File: src/hw/rtl/sts_pkg.sv
// shared types, constants and character classes for the token splitter
package sts_pkg;

  localparam int OFFSET_WIDTH = 24;
  localparam int LINE_WIDTH   = 20;
  localparam int COLUMN_WIDTH = 16;
  localparam int KIND_WIDTH   = 4;
  localparam int BYTE_WIDTH   = 8;
  localparam int MAX_TOKENS   = 3;
  localparam int SLOT_WIDTH   = $clog2(MAX_TOKENS + 1);
  localparam int QUEUE_DEPTH  = 4;
  localparam int QUEUE_AW     = $clog2(QUEUE_DEPTH);
  localparam int QUEUE_CW     = $clog2(QUEUE_DEPTH + 1);

  localparam logic [KIND_WIDTH-1:0] K_EOF    = 4'd0;
  localparam logic [KIND_WIDTH-1:0] K_IDENT  = 4'd1;
  localparam logic [KIND_WIDTH-1:0] K_STRING = 4'd2;
  localparam logic [KIND_WIDTH-1:0] K_CHAR   = 4'd3;
  localparam logic [KIND_WIDTH-1:0] K_LINE   = 4'd4;
  localparam logic [KIND_WIDTH-1:0] K_BLOCK  = 4'd5;
  localparam logic [KIND_WIDTH-1:0] K_OPEN   = 4'd6;
  localparam logic [KIND_WIDTH-1:0] K_CLOSE  = 4'd7;
  localparam logic [KIND_WIDTH-1:0] K_OTHER  = 4'd8;

  localparam logic IN_BYTE = 1'b0;
  localparam logic IN_END  = 1'b1;

  localparam logic [BYTE_WIDTH-1:0] CH_NL     = 8'h0A;
  localparam logic [BYTE_WIDTH-1:0] CH_DQUOTE = 8'h22;
  localparam logic [BYTE_WIDTH-1:0] CH_SQUOTE = 8'h27;
  localparam logic [BYTE_WIDTH-1:0] CH_STAR   = 8'h2A;
  localparam logic [BYTE_WIDTH-1:0] CH_SLASH  = 8'h2F;
  localparam logic [BYTE_WIDTH-1:0] CH_D0     = 8'h30;
  localparam logic [BYTE_WIDTH-1:0] CH_D9     = 8'h39;
  localparam logic [BYTE_WIDTH-1:0] CH_UA     = 8'h41;
  localparam logic [BYTE_WIDTH-1:0] CH_UZ     = 8'h5A;
  localparam logic [BYTE_WIDTH-1:0] CH_BSLASH = 8'h5C;
  localparam logic [BYTE_WIDTH-1:0] CH_USCORE = 8'h5F;
  localparam logic [BYTE_WIDTH-1:0] CH_LA     = 8'h61;
  localparam logic [BYTE_WIDTH-1:0] CH_LZ     = 8'h7A;
  localparam logic [BYTE_WIDTH-1:0] CH_LBRACE = 8'h7B;
  localparam logic [BYTE_WIDTH-1:0] CH_RBRACE = 8'h7D;

  typedef struct packed {
    logic [KIND_WIDTH-1:0]   kind;
    logic [OFFSET_WIDTH-1:0] start_offset;
    logic [OFFSET_WIDTH-1:0] token_length;
    logic [LINE_WIDTH-1:0]   start_line;
    logic [COLUMN_WIDTH-1:0] start_column;
  } tok_t;

  typedef struct packed {
    tok_t [MAX_TOKENS-1:0]   tok;
    logic [SLOT_WIDTH-1:0]   count;
  } rec_t;

  function automatic logic [OFFSET_WIDTH-1:0] sat_off(input logic [OFFSET_WIDTH-1:0] v);
    return (&v) ? v : v + 1'b1;
  endfunction

  function automatic logic [LINE_WIDTH-1:0] sat_line(input logic [LINE_WIDTH-1:0] v);
    return (&v) ? v : v + 1'b1;
  endfunction

  function automatic logic [COLUMN_WIDTH-1:0] sat_col(input logic [COLUMN_WIDTH-1:0] v);
    return (&v) ? v : v + 1'b1;
  endfunction

  function automatic logic is_digit(input logic [BYTE_WIDTH-1:0] c);
    return (c >= CH_D0) && (c <= CH_D9);
  endfunction

  function automatic logic is_alpha(input logic [BYTE_WIDTH-1:0] c);
    return ((c >= CH_UA) && (c <= CH_UZ)) || ((c >= CH_LA) && (c <= CH_LZ));
  endfunction

  function automatic logic is_ident_start(input logic [BYTE_WIDTH-1:0] c);
    return is_alpha(c) || (c == CH_USCORE);
  endfunction

  function automatic logic is_ident_char(input logic [BYTE_WIDTH-1:0] c);
    return is_ident_start(c) || is_digit(c);
  endfunction

  function automatic logic starts_token(input logic [BYTE_WIDTH-1:0] c, input logic dig,
                                        input logic nv, input logic [BYTE_WIDTH-1:0] n);
    return is_ident_start(c) || (c == CH_DQUOTE) || (c == CH_LBRACE) || (c == CH_RBRACE) ||
           ((c == CH_SQUOTE) && !dig) ||
           ((c == CH_SLASH) && nv && ((n == CH_SLASH) || (n == CH_STAR)));
  endfunction

endpackage

File: src/hw/rtl/sts_ifs.sv
// request channel interfaces for source bytes and tokens
interface sts_in_if import sts_pkg::*; ();
  logic                  valid;
  logic                  ready;
  logic                  kind;
  logic [BYTE_WIDTH-1:0] source_byte;

  modport source (output valid, kind, source_byte, input ready);
  modport sink (input valid, kind, source_byte, output ready);
endinterface

interface sts_out_if import sts_pkg::*; ();
  logic                    valid;
  logic                    ready;
  logic [KIND_WIDTH-1:0]   token_kind;
  logic [OFFSET_WIDTH-1:0] start_offset;
  logic [OFFSET_WIDTH-1:0] token_length;
  logic [LINE_WIDTH-1:0]   start_line;
  logic [COLUMN_WIDTH-1:0] start_column;
  logic                    last_in_run;

  modport source (output valid, token_kind, start_offset, token_length, start_line,
                  start_column, last_in_run, input ready);
  modport sink (input valid, token_kind, start_offset, token_length, start_line,
                start_column, last_in_run, output ready);
endinterface

File: src/hw/rtl/sts_front.sv
// front end: lookahead byte, scanner state machine, per-request token record
module sts_front import sts_pkg::*; (
  input  logic      clk,
  input  logic      rst_n,
  sts_in_if.sink    in_chan,
  input  logic      q_full,
  output logic      push,
  output rec_t      push_rec
);

  localparam logic [3:0] M_IDLE    = 4'd0;
  localparam logic [3:0] M_IDENT   = 4'd1;
  localparam logic [3:0] M_OTHER   = 4'd2;
  localparam logic [3:0] M_STR     = 4'd3;
  localparam logic [3:0] M_STR_ESC = 4'd4;
  localparam logic [3:0] M_CHR     = 4'd5;
  localparam logic [3:0] M_CHR_ESC = 4'd6;
  localparam logic [3:0] M_LINE1   = 4'd7;
  localparam logic [3:0] M_LINE    = 4'd8;
  localparam logic [3:0] M_BLK1    = 4'd9;
  localparam logic [3:0] M_BLK     = 4'd10;
  localparam logic [3:0] M_BLK2    = 4'd11;

  function automatic logic [KIND_WIDTH-1:0] open_kind(input logic [3:0] m);
    logic [KIND_WIDTH-1:0] k;
    case (m)
      M_IDENT: k = K_IDENT;
      M_OTHER: k = K_OTHER;
      M_STR, M_STR_ESC: k = K_STRING;
      M_CHR, M_CHR_ESC: k = K_CHAR;
      M_LINE1, M_LINE: k = K_LINE;
      default: k = K_BLOCK;
    endcase
    return k;
  endfunction

  logic [3:0]              mode_r, mode_nxt, p_mode;
  logic [BYTE_WIDTH-1:0]   held_r, held_nxt;
  logic                    held_vld_r, held_vld_nxt;
  logic                    dig_r, dig_nxt;
  logic [OFFSET_WIDTH-1:0] off_r, off_nxt, p_off;
  logic [LINE_WIDTH-1:0]   line_r, line_nxt, p_line;
  logic [COLUMN_WIDTH-1:0] col_r, col_nxt, p_col;
  logic [OFFSET_WIDTH-1:0] tso_r, tso_nxt, p_tso;
  logic [LINE_WIDTH-1:0]   tsl_r, tsl_nxt, p_tsl;
  logic [COLUMN_WIDTH-1:0] tsc_r, tsc_nxt, p_tsc;
  logic [OFFSET_WIDTH-1:0] len_r, len_nxt, p_len;

  logic                    acc, end_item, nv, start;
  logic [BYTE_WIDTH-1:0]   c, n;
  logic                    a_vld, b_vld;
  tok_t                    a_tok, b_tok, c_tok, e_tok;
  logic [SLOT_WIDTH-1:0]   slot;
  rec_t                    rec;

  assign in_chan.ready = !q_full;
  assign acc           = in_chan.valid && in_chan.ready;
  assign end_item      = (in_chan.kind == IN_END);
  assign nv            = !end_item;
  assign n             = nv ? in_chan.source_byte : '0;
  assign c             = held_r;

  // scanner step on the held byte
  always_comb begin
    p_mode = mode_r;
    p_off  = off_r;
    p_line = line_r;
    p_col  = col_r;
    p_tso  = tso_r;
    p_tsl  = tsl_r;
    p_tsc  = tsc_r;
    p_len  = len_r;
    start  = 1'b0;
    a_vld  = 1'b0;
    b_vld  = 1'b0;
    a_tok  = '{kind: K_OTHER, start_offset: tso_r, token_length: len_r,
               start_line: tsl_r, start_column: tsc_r};
    b_tok  = '{kind: K_OPEN, start_offset: off_r, token_length: OFFSET_WIDTH'(1),
               start_line: line_r, start_column: col_r};
    if (held_vld_r) begin
      case (mode_r)
        M_IDENT: begin
          if (!is_ident_char(c)) begin
            a_vld = 1'b1; a_tok.kind = K_IDENT; start = 1'b1;
          end
        end
        M_OTHER: begin
          if (starts_token(c, dig_r, nv, n)) begin
            a_vld = 1'b1; a_tok.kind = K_OTHER; start = 1'b1;
          end
        end
        M_STR: begin
          if (c == CH_DQUOTE) begin
            a_vld = 1'b1; a_tok.kind = K_STRING; a_tok.token_length = sat_off(len_r);
            p_mode = M_IDLE;
          end else if (c == CH_BSLASH) begin
            p_mode = M_STR_ESC;
          end
        end
        M_CHR: begin
          if (c == CH_SQUOTE) begin
            a_vld = 1'b1; a_tok.kind = K_CHAR; a_tok.token_length = sat_off(len_r);
            p_mode = M_IDLE;
          end else if (c == CH_BSLASH) begin
            p_mode = M_CHR_ESC;
          end
        end
        M_STR_ESC: p_mode = M_STR;
        M_CHR_ESC: p_mode = M_CHR;
        M_LINE1:   p_mode = M_LINE;
        M_LINE: begin
          if (c == CH_NL) begin
            a_vld = 1'b1; a_tok.kind = K_LINE; start = 1'b1;
          end
        end
        M_BLK1: p_mode = M_BLK;
        M_BLK: begin
          if ((c == CH_STAR) && nv && (n == CH_SLASH)) p_mode = M_BLK2;
        end
        M_BLK2: begin
          a_vld = 1'b1; a_tok.kind = K_BLOCK; a_tok.token_length = sat_off(len_r);
          p_mode = M_IDLE;
        end
        default: start = 1'b1;
      endcase

      p_off = sat_off(off_r);
      if (c == CH_NL) begin
        p_line = sat_line(line_r);
        p_col  = COLUMN_WIDTH'(1);
      end else begin
        p_col  = sat_col(col_r);
      end

      if (start) begin
        p_tso = off_r;
        p_tsl = line_r;
        p_tsc = col_r;
        p_len = OFFSET_WIDTH'(1);
        if (is_ident_start(c)) begin
          p_mode = M_IDENT;
        end else if (c == CH_DQUOTE) begin
          p_mode = M_STR;
        end else if ((c == CH_SQUOTE) && !dig_r) begin
          p_mode = M_CHR;
        end else if ((c == CH_SLASH) && nv && (n == CH_SLASH)) begin
          p_mode = M_LINE1;
        end else if ((c == CH_SLASH) && nv && (n == CH_STAR)) begin
          p_mode = M_BLK1;
        end else if (c == CH_LBRACE) begin
          b_vld = 1'b1; b_tok.kind = K_OPEN; p_mode = M_IDLE;
        end else if (c == CH_RBRACE) begin
          b_vld = 1'b1; b_tok.kind = K_CLOSE; p_mode = M_IDLE;
        end else begin
          p_mode = M_OTHER;
        end
      end else begin
        p_len = sat_off(len_r);
      end
    end
  end

  // pack the tokens of this request in order
  always_comb begin
    c_tok = '{kind: open_kind(p_mode), start_offset: p_tso, token_length: p_len,
              start_line: p_tsl, start_column: p_tsc};
    e_tok = '{kind: K_EOF, start_offset: p_off, token_length: '0,
              start_line: p_line, start_column: p_col};
    rec   = '0;
    slot  = '0;
    if (a_vld) begin
      rec.tok[slot] = a_tok;
      slot = slot + 1'b1;
    end
    if (b_vld && (slot < SLOT_WIDTH'(MAX_TOKENS))) begin
      rec.tok[slot] = b_tok;
      slot = slot + 1'b1;
    end
    if (end_item) begin
      if ((p_mode != M_IDLE) && (slot < SLOT_WIDTH'(MAX_TOKENS))) begin
        rec.tok[slot] = c_tok;
        slot = slot + 1'b1;
      end
      if (slot < SLOT_WIDTH'(MAX_TOKENS)) begin
        rec.tok[slot] = e_tok;
        slot = slot + 1'b1;
      end
    end
    rec.count = slot;
  end

  assign push     = acc && (rec.count != '0);
  assign push_rec = rec;

  always_comb begin
    if (end_item) begin
      mode_nxt     = M_IDLE;
      held_nxt     = '0;
      held_vld_nxt = 1'b0;
      dig_nxt      = 1'b0;
      off_nxt      = '0;
      line_nxt     = LINE_WIDTH'(1);
      col_nxt      = COLUMN_WIDTH'(1);
      tso_nxt      = '0;
      tsl_nxt      = LINE_WIDTH'(1);
      tsc_nxt      = COLUMN_WIDTH'(1);
      len_nxt      = '0;
    end else begin
      mode_nxt     = p_mode;
      held_nxt     = in_chan.source_byte;
      held_vld_nxt = 1'b1;
      dig_nxt      = held_vld_r && is_digit(held_r);
      off_nxt      = p_off;
      line_nxt     = p_line;
      col_nxt      = p_col;
      tso_nxt      = p_tso;
      tsl_nxt      = p_tsl;
      tsc_nxt      = p_tsc;
      len_nxt      = p_len;
    end
  end

  always_ff @(posedge clk) begin
    if (!rst_n) begin
      mode_r     <= M_IDLE;
      held_r     <= '0;
      held_vld_r <= 1'b0;
      dig_r      <= 1'b0;
      off_r      <= '0;
      line_r     <= LINE_WIDTH'(1);
      col_r      <= COLUMN_WIDTH'(1);
      tso_r      <= '0;
      tsl_r      <= LINE_WIDTH'(1);
      tsc_r      <= COLUMN_WIDTH'(1);
      len_r      <= '0;
    end else if (acc) begin
      mode_r     <= mode_nxt;
      held_r     <= held_nxt;
      held_vld_r <= held_vld_nxt;
      dig_r      <= dig_nxt;
      off_r      <= off_nxt;
      line_r     <= line_nxt;
      col_r      <= col_nxt;
      tso_r      <= tso_nxt;
      tsl_r      <= tsl_nxt;
      tsc_r      <= tsc_nxt;
      len_r      <= len_nxt;
    end
  end

endmodule

File: src/hw/rtl/sts_queue.sv
// short record queue between front and back ends
module sts_queue import sts_pkg::*; (
  input  logic clk,
  input  logic rst_n,
  input  logic push,
  input  rec_t push_rec,
  output logic full,
  input  logic pop,
  output logic nonempty,
  output rec_t pop_rec
);

  rec_t                mem [QUEUE_DEPTH];
  logic [QUEUE_AW-1:0] wr_ptr_r, rd_ptr_r;
  logic [QUEUE_CW-1:0] cnt_r, cnt_nxt;

  assign full     = (cnt_r == QUEUE_CW'(QUEUE_DEPTH));
  assign nonempty = (cnt_r != '0);
  assign pop_rec  = mem[rd_ptr_r];

  always_comb begin
    cnt_nxt = cnt_r;
    if (push && !pop) cnt_nxt = cnt_r + 1'b1;
    if (pop && !push) cnt_nxt = cnt_r - 1'b1;
  end

  always_ff @(posedge clk) begin
    if (push) mem[wr_ptr_r] <= push_rec;
  end

  always_ff @(posedge clk) begin
    if (!rst_n) begin
      wr_ptr_r <= '0;
      rd_ptr_r <= '0;
      cnt_r    <= '0;
    end else begin
      if (push) wr_ptr_r <= wr_ptr_r + 1'b1;
      if (pop)  rd_ptr_r <= rd_ptr_r + 1'b1;
      cnt_r <= cnt_nxt;
    end
  end

endmodule

File: src/hw/rtl/sts_back.sv
// back end: walks each record and drives one token request per cycle while out_chan.ready is high
module sts_back import sts_pkg::*; (
  input  logic      clk,
  input  logic      rst_n,
  input  logic      q_nonempty,
  input  rec_t      q_rec,
  output logic      pop,
  sts_out_if.source out_chan
);

  rec_t                  rec_r;
  logic                  have_r;
  logic [SLOT_WIDTH-1:0] idx_r;
  logic                  last, take;
  tok_t                  cur;

  assign last = (idx_r == rec_r.count - 1'b1);
  assign take = !have_r || (out_chan.ready && last);
  assign pop  = q_nonempty && take;
  assign cur  = rec_r.tok[idx_r];

  assign out_chan.valid        = have_r;
  assign out_chan.token_kind   = cur.kind;
  assign out_chan.start_offset = cur.start_offset;
  assign out_chan.token_length = cur.token_length;
  assign out_chan.start_line   = cur.start_line;
  assign out_chan.start_column = cur.start_column;
  assign out_chan.last_in_run  = last;

  always_ff @(posedge clk) begin
    if (pop) rec_r <= q_rec;
  end

  always_ff @(posedge clk) begin
    if (!rst_n) begin
      have_r <= 1'b0;
      idx_r  <= '0;
    end else if (take) begin
      have_r <= q_nonempty;
      idx_r  <= '0;
    end else if (out_chan.ready) begin
      idx_r  <= idx_r + 1'b1;
    end
  end

endmodule

File: src/hw/rtl/source_code_token_splitter.sv
// top level of the coarse source token splitter
// throughput: one byte request per cycle while the queue is not full; a request that
//   closes two or three tokens sends them in turn; a four-record queue absorbs bursts
// path: tokens are queued when the next (lookahead) request is taken, then go via rec_r
// reset: synchronous active-low rst_n empties the queue and output and returns the
//   scanner to idle at offset 0, line 1, column 1; no clearing pass
module source_code_token_splitter import sts_pkg::*; (
  input  logic      clk,
  input  logic      rst_n,
  sts_in_if.sink    in_chan,
  sts_out_if.source out_chan
);

  logic q_full, q_push, q_pop, q_nonempty;
  rec_t q_push_rec, q_pop_rec;

  sts_front u_front (
    .clk      (clk),
    .rst_n    (rst_n),
    .in_chan  (in_chan),
    .q_full   (q_full),
    .push     (q_push),
    .push_rec (q_push_rec)
  );

  sts_queue u_queue (
    .clk      (clk),
    .rst_n    (rst_n),
    .push     (q_push),
    .push_rec (q_push_rec),
    .full     (q_full),
    .pop      (q_pop),
    .nonempty (q_nonempty),
    .pop_rec  (q_pop_rec)
  );

  sts_back u_back (
    .clk        (clk),
    .rst_n      (rst_n),
    .q_nonempty (q_nonempty),
    .q_rec      (q_pop_rec),
    .pop        (q_pop),
    .out_chan   (out_chan)
  );

endmodule

File: src/flat_wrapper.sv
// flat-port wrapper written by rule: the top's interface ports become plain ports
module source_code_token_splitter_flat import sts_pkg::*;
  (clk, rst_n, in_chan_valid, in_chan_kind, in_chan_source_byte, in_chan_ready, out_chan_valid, out_chan_token_kind, out_chan_start_offset, out_chan_token_length, out_chan_start_line, out_chan_start_column, out_chan_last_in_run, out_chan_ready);
  sts_in_if in_chan_i ();
  sts_out_if out_chan_i ();
  input  logic clk;
  input  logic rst_n;
  input wire logic [$bits(in_chan_i.valid)-1:0] in_chan_valid;
  input wire logic [$bits(in_chan_i.kind)-1:0] in_chan_kind;
  input wire logic [$bits(in_chan_i.source_byte)-1:0] in_chan_source_byte;
  output wire logic [$bits(in_chan_i.ready)-1:0] in_chan_ready;
  output wire logic [$bits(out_chan_i.valid)-1:0] out_chan_valid;
  output wire logic [$bits(out_chan_i.token_kind)-1:0] out_chan_token_kind;
  output wire logic [$bits(out_chan_i.start_offset)-1:0] out_chan_start_offset;
  output wire logic [$bits(out_chan_i.token_length)-1:0] out_chan_token_length;
  output wire logic [$bits(out_chan_i.start_line)-1:0] out_chan_start_line;
  output wire logic [$bits(out_chan_i.start_column)-1:0] out_chan_start_column;
  output wire logic [$bits(out_chan_i.last_in_run)-1:0] out_chan_last_in_run;
  input wire logic [$bits(out_chan_i.ready)-1:0] out_chan_ready;
  assign in_chan_i.valid = in_chan_valid;
  assign in_chan_i.kind = in_chan_kind;
  assign in_chan_i.source_byte = in_chan_source_byte;
  assign in_chan_ready = in_chan_i.ready;
  assign out_chan_valid = out_chan_i.valid;
  assign out_chan_token_kind = out_chan_i.token_kind;
  assign out_chan_start_offset = out_chan_i.start_offset;
  assign out_chan_token_length = out_chan_i.token_length;
  assign out_chan_start_line = out_chan_i.start_line;
  assign out_chan_start_column = out_chan_i.start_column;
  assign out_chan_last_in_run = out_chan_i.last_in_run;
  assign out_chan_i.ready = out_chan_ready;
  source_code_token_splitter u_core (.clk(clk), .rst_n(rst_n), .in_chan(in_chan_i), .out_chan(out_chan_i));
endmodule
File: config.mk
export PLATFORM = sky130hd
export DESIGN_NAME = source_code_token_splitter_flat
export DESIGN_NICKNAME = d
export VERILOG_FILES = /design/src/hw/rtl/sts_pkg.sv /design/src/hw/rtl/sts_ifs.sv /design/src/hw/rtl/sts_front.sv /design/src/hw/rtl/sts_queue.sv /design/src/hw/rtl/sts_back.sv /design/src/hw/rtl/source_code_token_splitter.sv /design/src/flat_wrapper.sv
export SDC_FILE = /design/constraint.sdc
export NUM_CORES = 2
export LEC_CHECK = 0
export BUFFER_PORTS_ARGS = -buffer_cell sky130_fd_sc_hd__buf_2
export CELL_PAD_IN_SITES_DETAIL_PLACEMENT = 0
export CELL_PAD_IN_SITES_GLOBAL_PLACEMENT = 1
export CORE_UTILIZATION = 25
export DETAILED_ROUTE_END_ITERATION = 10
export PLACE_DENSITY_LB_ADDON = 0.1
export SLEW_MARGIN = 30
export SYNTH_ARGS = -nofsm -noshare
export SYNTH_HDL_FRONTEND = slang
export SYNTH_HIERARCHICAL = 1
export SYNTH_SLANG_ARGS = --single-unit
File: constraint.sdc
create_clock -name clk -period 33.5 [get_ports clk]
set_input_delay 6.7 -clock clk [delete_from_list [all_inputs] [get_ports clk]]
set_output_delay 6.7 -clock clk [all_outputs]
set_load 0.01 [all_outputs]
==> out/qor.yml <==
place:
  placed_cells: 7248
  dp_hpwl_um: 118300
  gp_congestion: 0.7097
  portBuffers: 103
  place_area_um2: 67300
timing:
  slew_viol_final: 0
  worstMarginPinSlew_ns: 0.9873
  fmax_ghz: 0.07797
  skew_ns: 0.05308
  period_minus_slack_ns: 12.83
  relSlewSlack_pct: 32.48
  fin_tns_setup_ns: 0
  setup_viol: 0
  final-hold-violation-count: 0
  rsz0062_at_grt: "no"
  finalCritPeriodShare_pct: 38.28
  timing.hold.ws_ns: 0.4927
drt:
  routed.top_layer: "met4"
  routed_wl_um: 204300
  dr_total_vias: 36270
  met1_length_um: 93880
  wl_per_cell_um: 26.95
  wl_met2_um: 98820
  wl_met3_um: 7874
  drtPass1Iterations: 11
  drt-vias-per-instance: 4.786
  antenna_left: 0
  drt_iter0_drc: 2831
  drc: 16
global_route:
  grt_max_degree: 106
  grt_pass1_vias: 37650
  grt_pass1_wl_um: 292800
  grt.total_usage_pct: 15.88
  gr-total-overflow: 0
  antenna_found_initial: 14
power_and_ir_drop:
  p_int_w: 0.003844
  p_sw_share_pct: 28.70
  p_leak_nw: 22.40
  comb_power_share_pct: 19.4
  sequentialPowerShare_pct: 45.3
  ir_drop_mv: 0.08076
  p_sw_w: 0.001547
  pwr-share-clk_pct: 35.3
  power_density_nw_per_um2: 73.81
layout:
  stdcell_count: 7579
  utilization_pct: 29.05
  fin_area_um2: 73040
  area_delta_synth_final_pct: 15.48
  fin_nets: 4114
  drive_gt1_share_pct: 19.13
clocking:
  htreeDepth: 4
  clockBufferDepth: 3
  post_cts_resized: 0
  clkSinkCount: 1500
  root_buffer: "clkbuf_16"
  cts_tree: "yes"
  clkTransAtPathRegs_ns: 0.06
  cts_setup_buffers: 0
  clock_latency_ns: 0.83
  numCtsBuffers: 181
  cts_hold_buffers: 0
floorplanning:
  core_region_area_um2: 251400
  die_y_um: 505.0
  start_util_pct: 25.16
  rows: 184
  die_w_um: 505.0
  dieArea_um2: 255000
  boundaryPins: 104
synth:
  synth_cell_types: 83
  syn_inst: 4006
  synth_edf_count: 1330
  syn-cell-area_um2: 63250
  syn-num-nets: 4037
  ys_seq_area_share_pct: 68.53
  synth-seq-cells: 1500
  async_reset_ff_share_pct: 0
  avgSynthCellArea_um2: 15.79
  ys.flop_type: "edfxtp_1"
  ys_warn_count: 6
worst_setup_path:
  critPathLaunchType: "input pin"
  crit_type: "in -> reg"
  crit_fanout: 61
  rr_endpoint: "u_core/u_queue/mem[2][68]"
  reg2reg_slack_ns: 26.06
  cp-startpoint: "in_chan_kind"
  reg2reg_depth: 14
  endpoint_kind: "flip-flop"
  critPathRequiredTime_ns: 33.94
  r2r-start: "u_core/u_front/c[1]"
  crit_end: "u_core/u_queue/mem[2][68]"
  cp.arrival_ns: 13.26
run_status:
  violations: "design-rule violations"
  status: "finished, violations left"
job:
  drv_cap: 0
worst_hold_path:
  hold_class: "reg -> reg"
[layout by cell type (no fill, tap or decap), types with 17 or more instances in the layout]
| master | count |
|---|---|
| edfxtp_1 | 1330 |
| nand2_1 | 291 |
| mux4_2 | 266 |
| clkbuf_16 | 181 |
| nor2_1 | 179 |
| a21oi_1 | 178 |
| dfxtp_1 | 166 |
| mux2i_1 | 155 |
| o21ai_0 | 147 |
| and2_1 | 116 |
| buf_2 | 102 |
| o21ai_1 | 91 |
| buf_4 | 90 |
| and3_1 | 77 |
| a222oi_1 | 60 |
| nor2b_1 | 54 |
| a221oi_1 | 54 |
| clkbuf_1 | 48 |
| xnor2_1 | 46 |
| nor3_1 | 42 |
| a2bb2oi_2 | 36 |
| nand3_1 | 33 |
| clkinv_2 | 32 |
| xor2_1 | 29 |
| o22ai_1 | 27 |
| a22oi_1 | 27 |
| clkinv_1 | 26 |
| o32ai_1 | 25 |
| nand4_1 | 24 |
| inv_1 | 22 |
| ha_1 | 17 |
[cell type report]
cell class / count / area, µm²
Antenna cell: 3 / 7.507
Clock buffer: 238 / 4833
Clock inverter: 90 / 898.4
Fill cell: 25120 / 178400
Inverter: 25 / 93.84
Multi-Input combinational cell: 2174 / 18320
Sequential cell: 1500 / 43360
Tap cell: 3348 / 4189
Timing Repair Buffer: 201 / 1340
[metal layers]
layer	GRT usage, %	vias up
met2	26.37	785
met1	21.85	19260
met4	3.423	0
met3	2.314	228
met5	0	-
li1	-	16000
[registers in the layout (all words and copies together) (netlist names), named ones only]
| signal | cells |
|---|---|
| u_core/u_queue/wr_ptr_r | 2 |
| u_core/u_back/idx_r | 2 |
| u_core/u_front/held_vld_r | 1 |
| u_core/u_queue/rd_ptr_r | 2 |
| u_core/u_front/c | 8 |
| u_core/u_front/len_r | 24 |
| u_core/u_front/tsl_r | 20 |
| u_core/u_front/line_r | 20 |
| u_core/u_front/tsc_r | 16 |
| u_core/u_queue/cnt_r | 3 |
| u_core/u_front/mode_r | 4 |
| u_core/u_queue/mem | 1064 |
| u_core/u_back/out_chan.valid | 1 |
| u_core/u_front/col_r | 16 |
| u_core/u_front/dig_r | 1 |
| u_core/u_front/off_r | 24 |
| u_core/u_back/rec_r | 266 |
| u_core/u_front/tso_r | 24 |
[cells by family (layout without fill, tap and decap cells)]
kind of cell | after synthesis | after routing | share of synthesized area (%)
DFF | 1500 | 1500 | 68.53
and+or+nand+nor | 904 | 904 | 7.069
AOI/OAI and AO/OA | 750 | 750 | 8.182
muxes | 426 | 426 | 12.02
buffers and inverters | 332 | 554 | 2.766
xor gates and xnor gates | 76 | 76 | 1.064
adders and majority gates | 18 | 18 | 0.3680
other | 0 | 3 | 0
[through the flow]
step / setup WS, ns / power [W]
after floorplan: 17.31 / 0.003294
after global placement: 19.68 / 0.003588
after detailed placement: 19.70 / 0.003589
after CTS: 20.59 / 0.005526
after global routing: 20.24 / 0.005648
final: 20.67 / 0.005391
[worst min-delay path by stage]
stage	from	end	slack, ns	cells after the start
2_1_floorplan	u_core/u_front/dig_r	u_core/u_front/dig_r	0.46	2
3_3_place_gp	u_core/u_front/dig_r	u_core/u_front/dig_r	0.48	2
3_5_place_dp	u_core/u_front/dig_r	u_core/u_front/dig_r	0.49	2
4_1_cts	u_core/u_front/dig_r	u_core/u_front/dig_r	0.50	2
5_1_grt	u_core/u_front/dig_r	u_core/u_front/dig_r	0.55	2
6_report	u_core/u_front/dig_r	u_core/u_front/dig_r	0.49	2
[synthesized netlist by cell type, drive strengths merged, types with 5 or more instances]
cell	instances	area, µm²
a22oi	27	202.7
mux2i	157	1579
buf	129	987.2
dfxtp	170	3403
inv	25	93.84
nand2	294	1104
o22a	5	43.79
mux4	266	5991
o21a	6	46.30
a21boi	15	116.4
and3	77	481.7
o31a	5	43.79
xor2	29	254.0
a32o	6	60.06
edfxtp	1330	39940
and4	13	113.9
clkbuf	178	668.1
o21ai	239	1196
nor3	44	225.2
o31ai	5	51.30
xnor2	47	419.2
a2bb2oi	44	610.6
a31oi	8	50.05
nor4	6	37.54
and2	121	757.0
ha	17	212.7
a21oi	179	899.6
or3	12	75.07
nor2	186	700.7
nor2b	56	350.3
a211oi	10	75.07
o32ai	27	251.5
nand4	24	150.1
nand2b	10	62.56
nand3	33	165.2
o22ai	27	168.9
a221oi	55	488.0
a21o	9	67.56
nand3b	8	60.06
a222oi	60	600.6
[critical path: stages]
cell	delay, ns
buf_2	0.24
nor4bb_1	0.45
nand4_1	0.27
nor3_2	0.33
nor4b_2	0.14
o21ai_1	0.23
nand2_2	0.15
nor2_4	0.10
buf_4	0.74
ha_1	0.59
nor3_1	0.21
nor2_1	0.52
and2_4	0.81
buf_4	0.81
buf_4	0.74
[power groups by stage]
stage / registers (W) / clock network [W] / logic, W
floorplan: 0.00259 / 0 / 0.000708
global placement: 0.00248 / 0 / 0.00110
detailed placement: 0.00248 / 0 / 0.00110
CTS: 0.00245 / 0.00197 / 0.00111
global route: 0.00247 / 0.00204 / 0.00115
finish: 0.00244 / 0.00190 / 0.00105
Power figures use the tool's default switching activity.
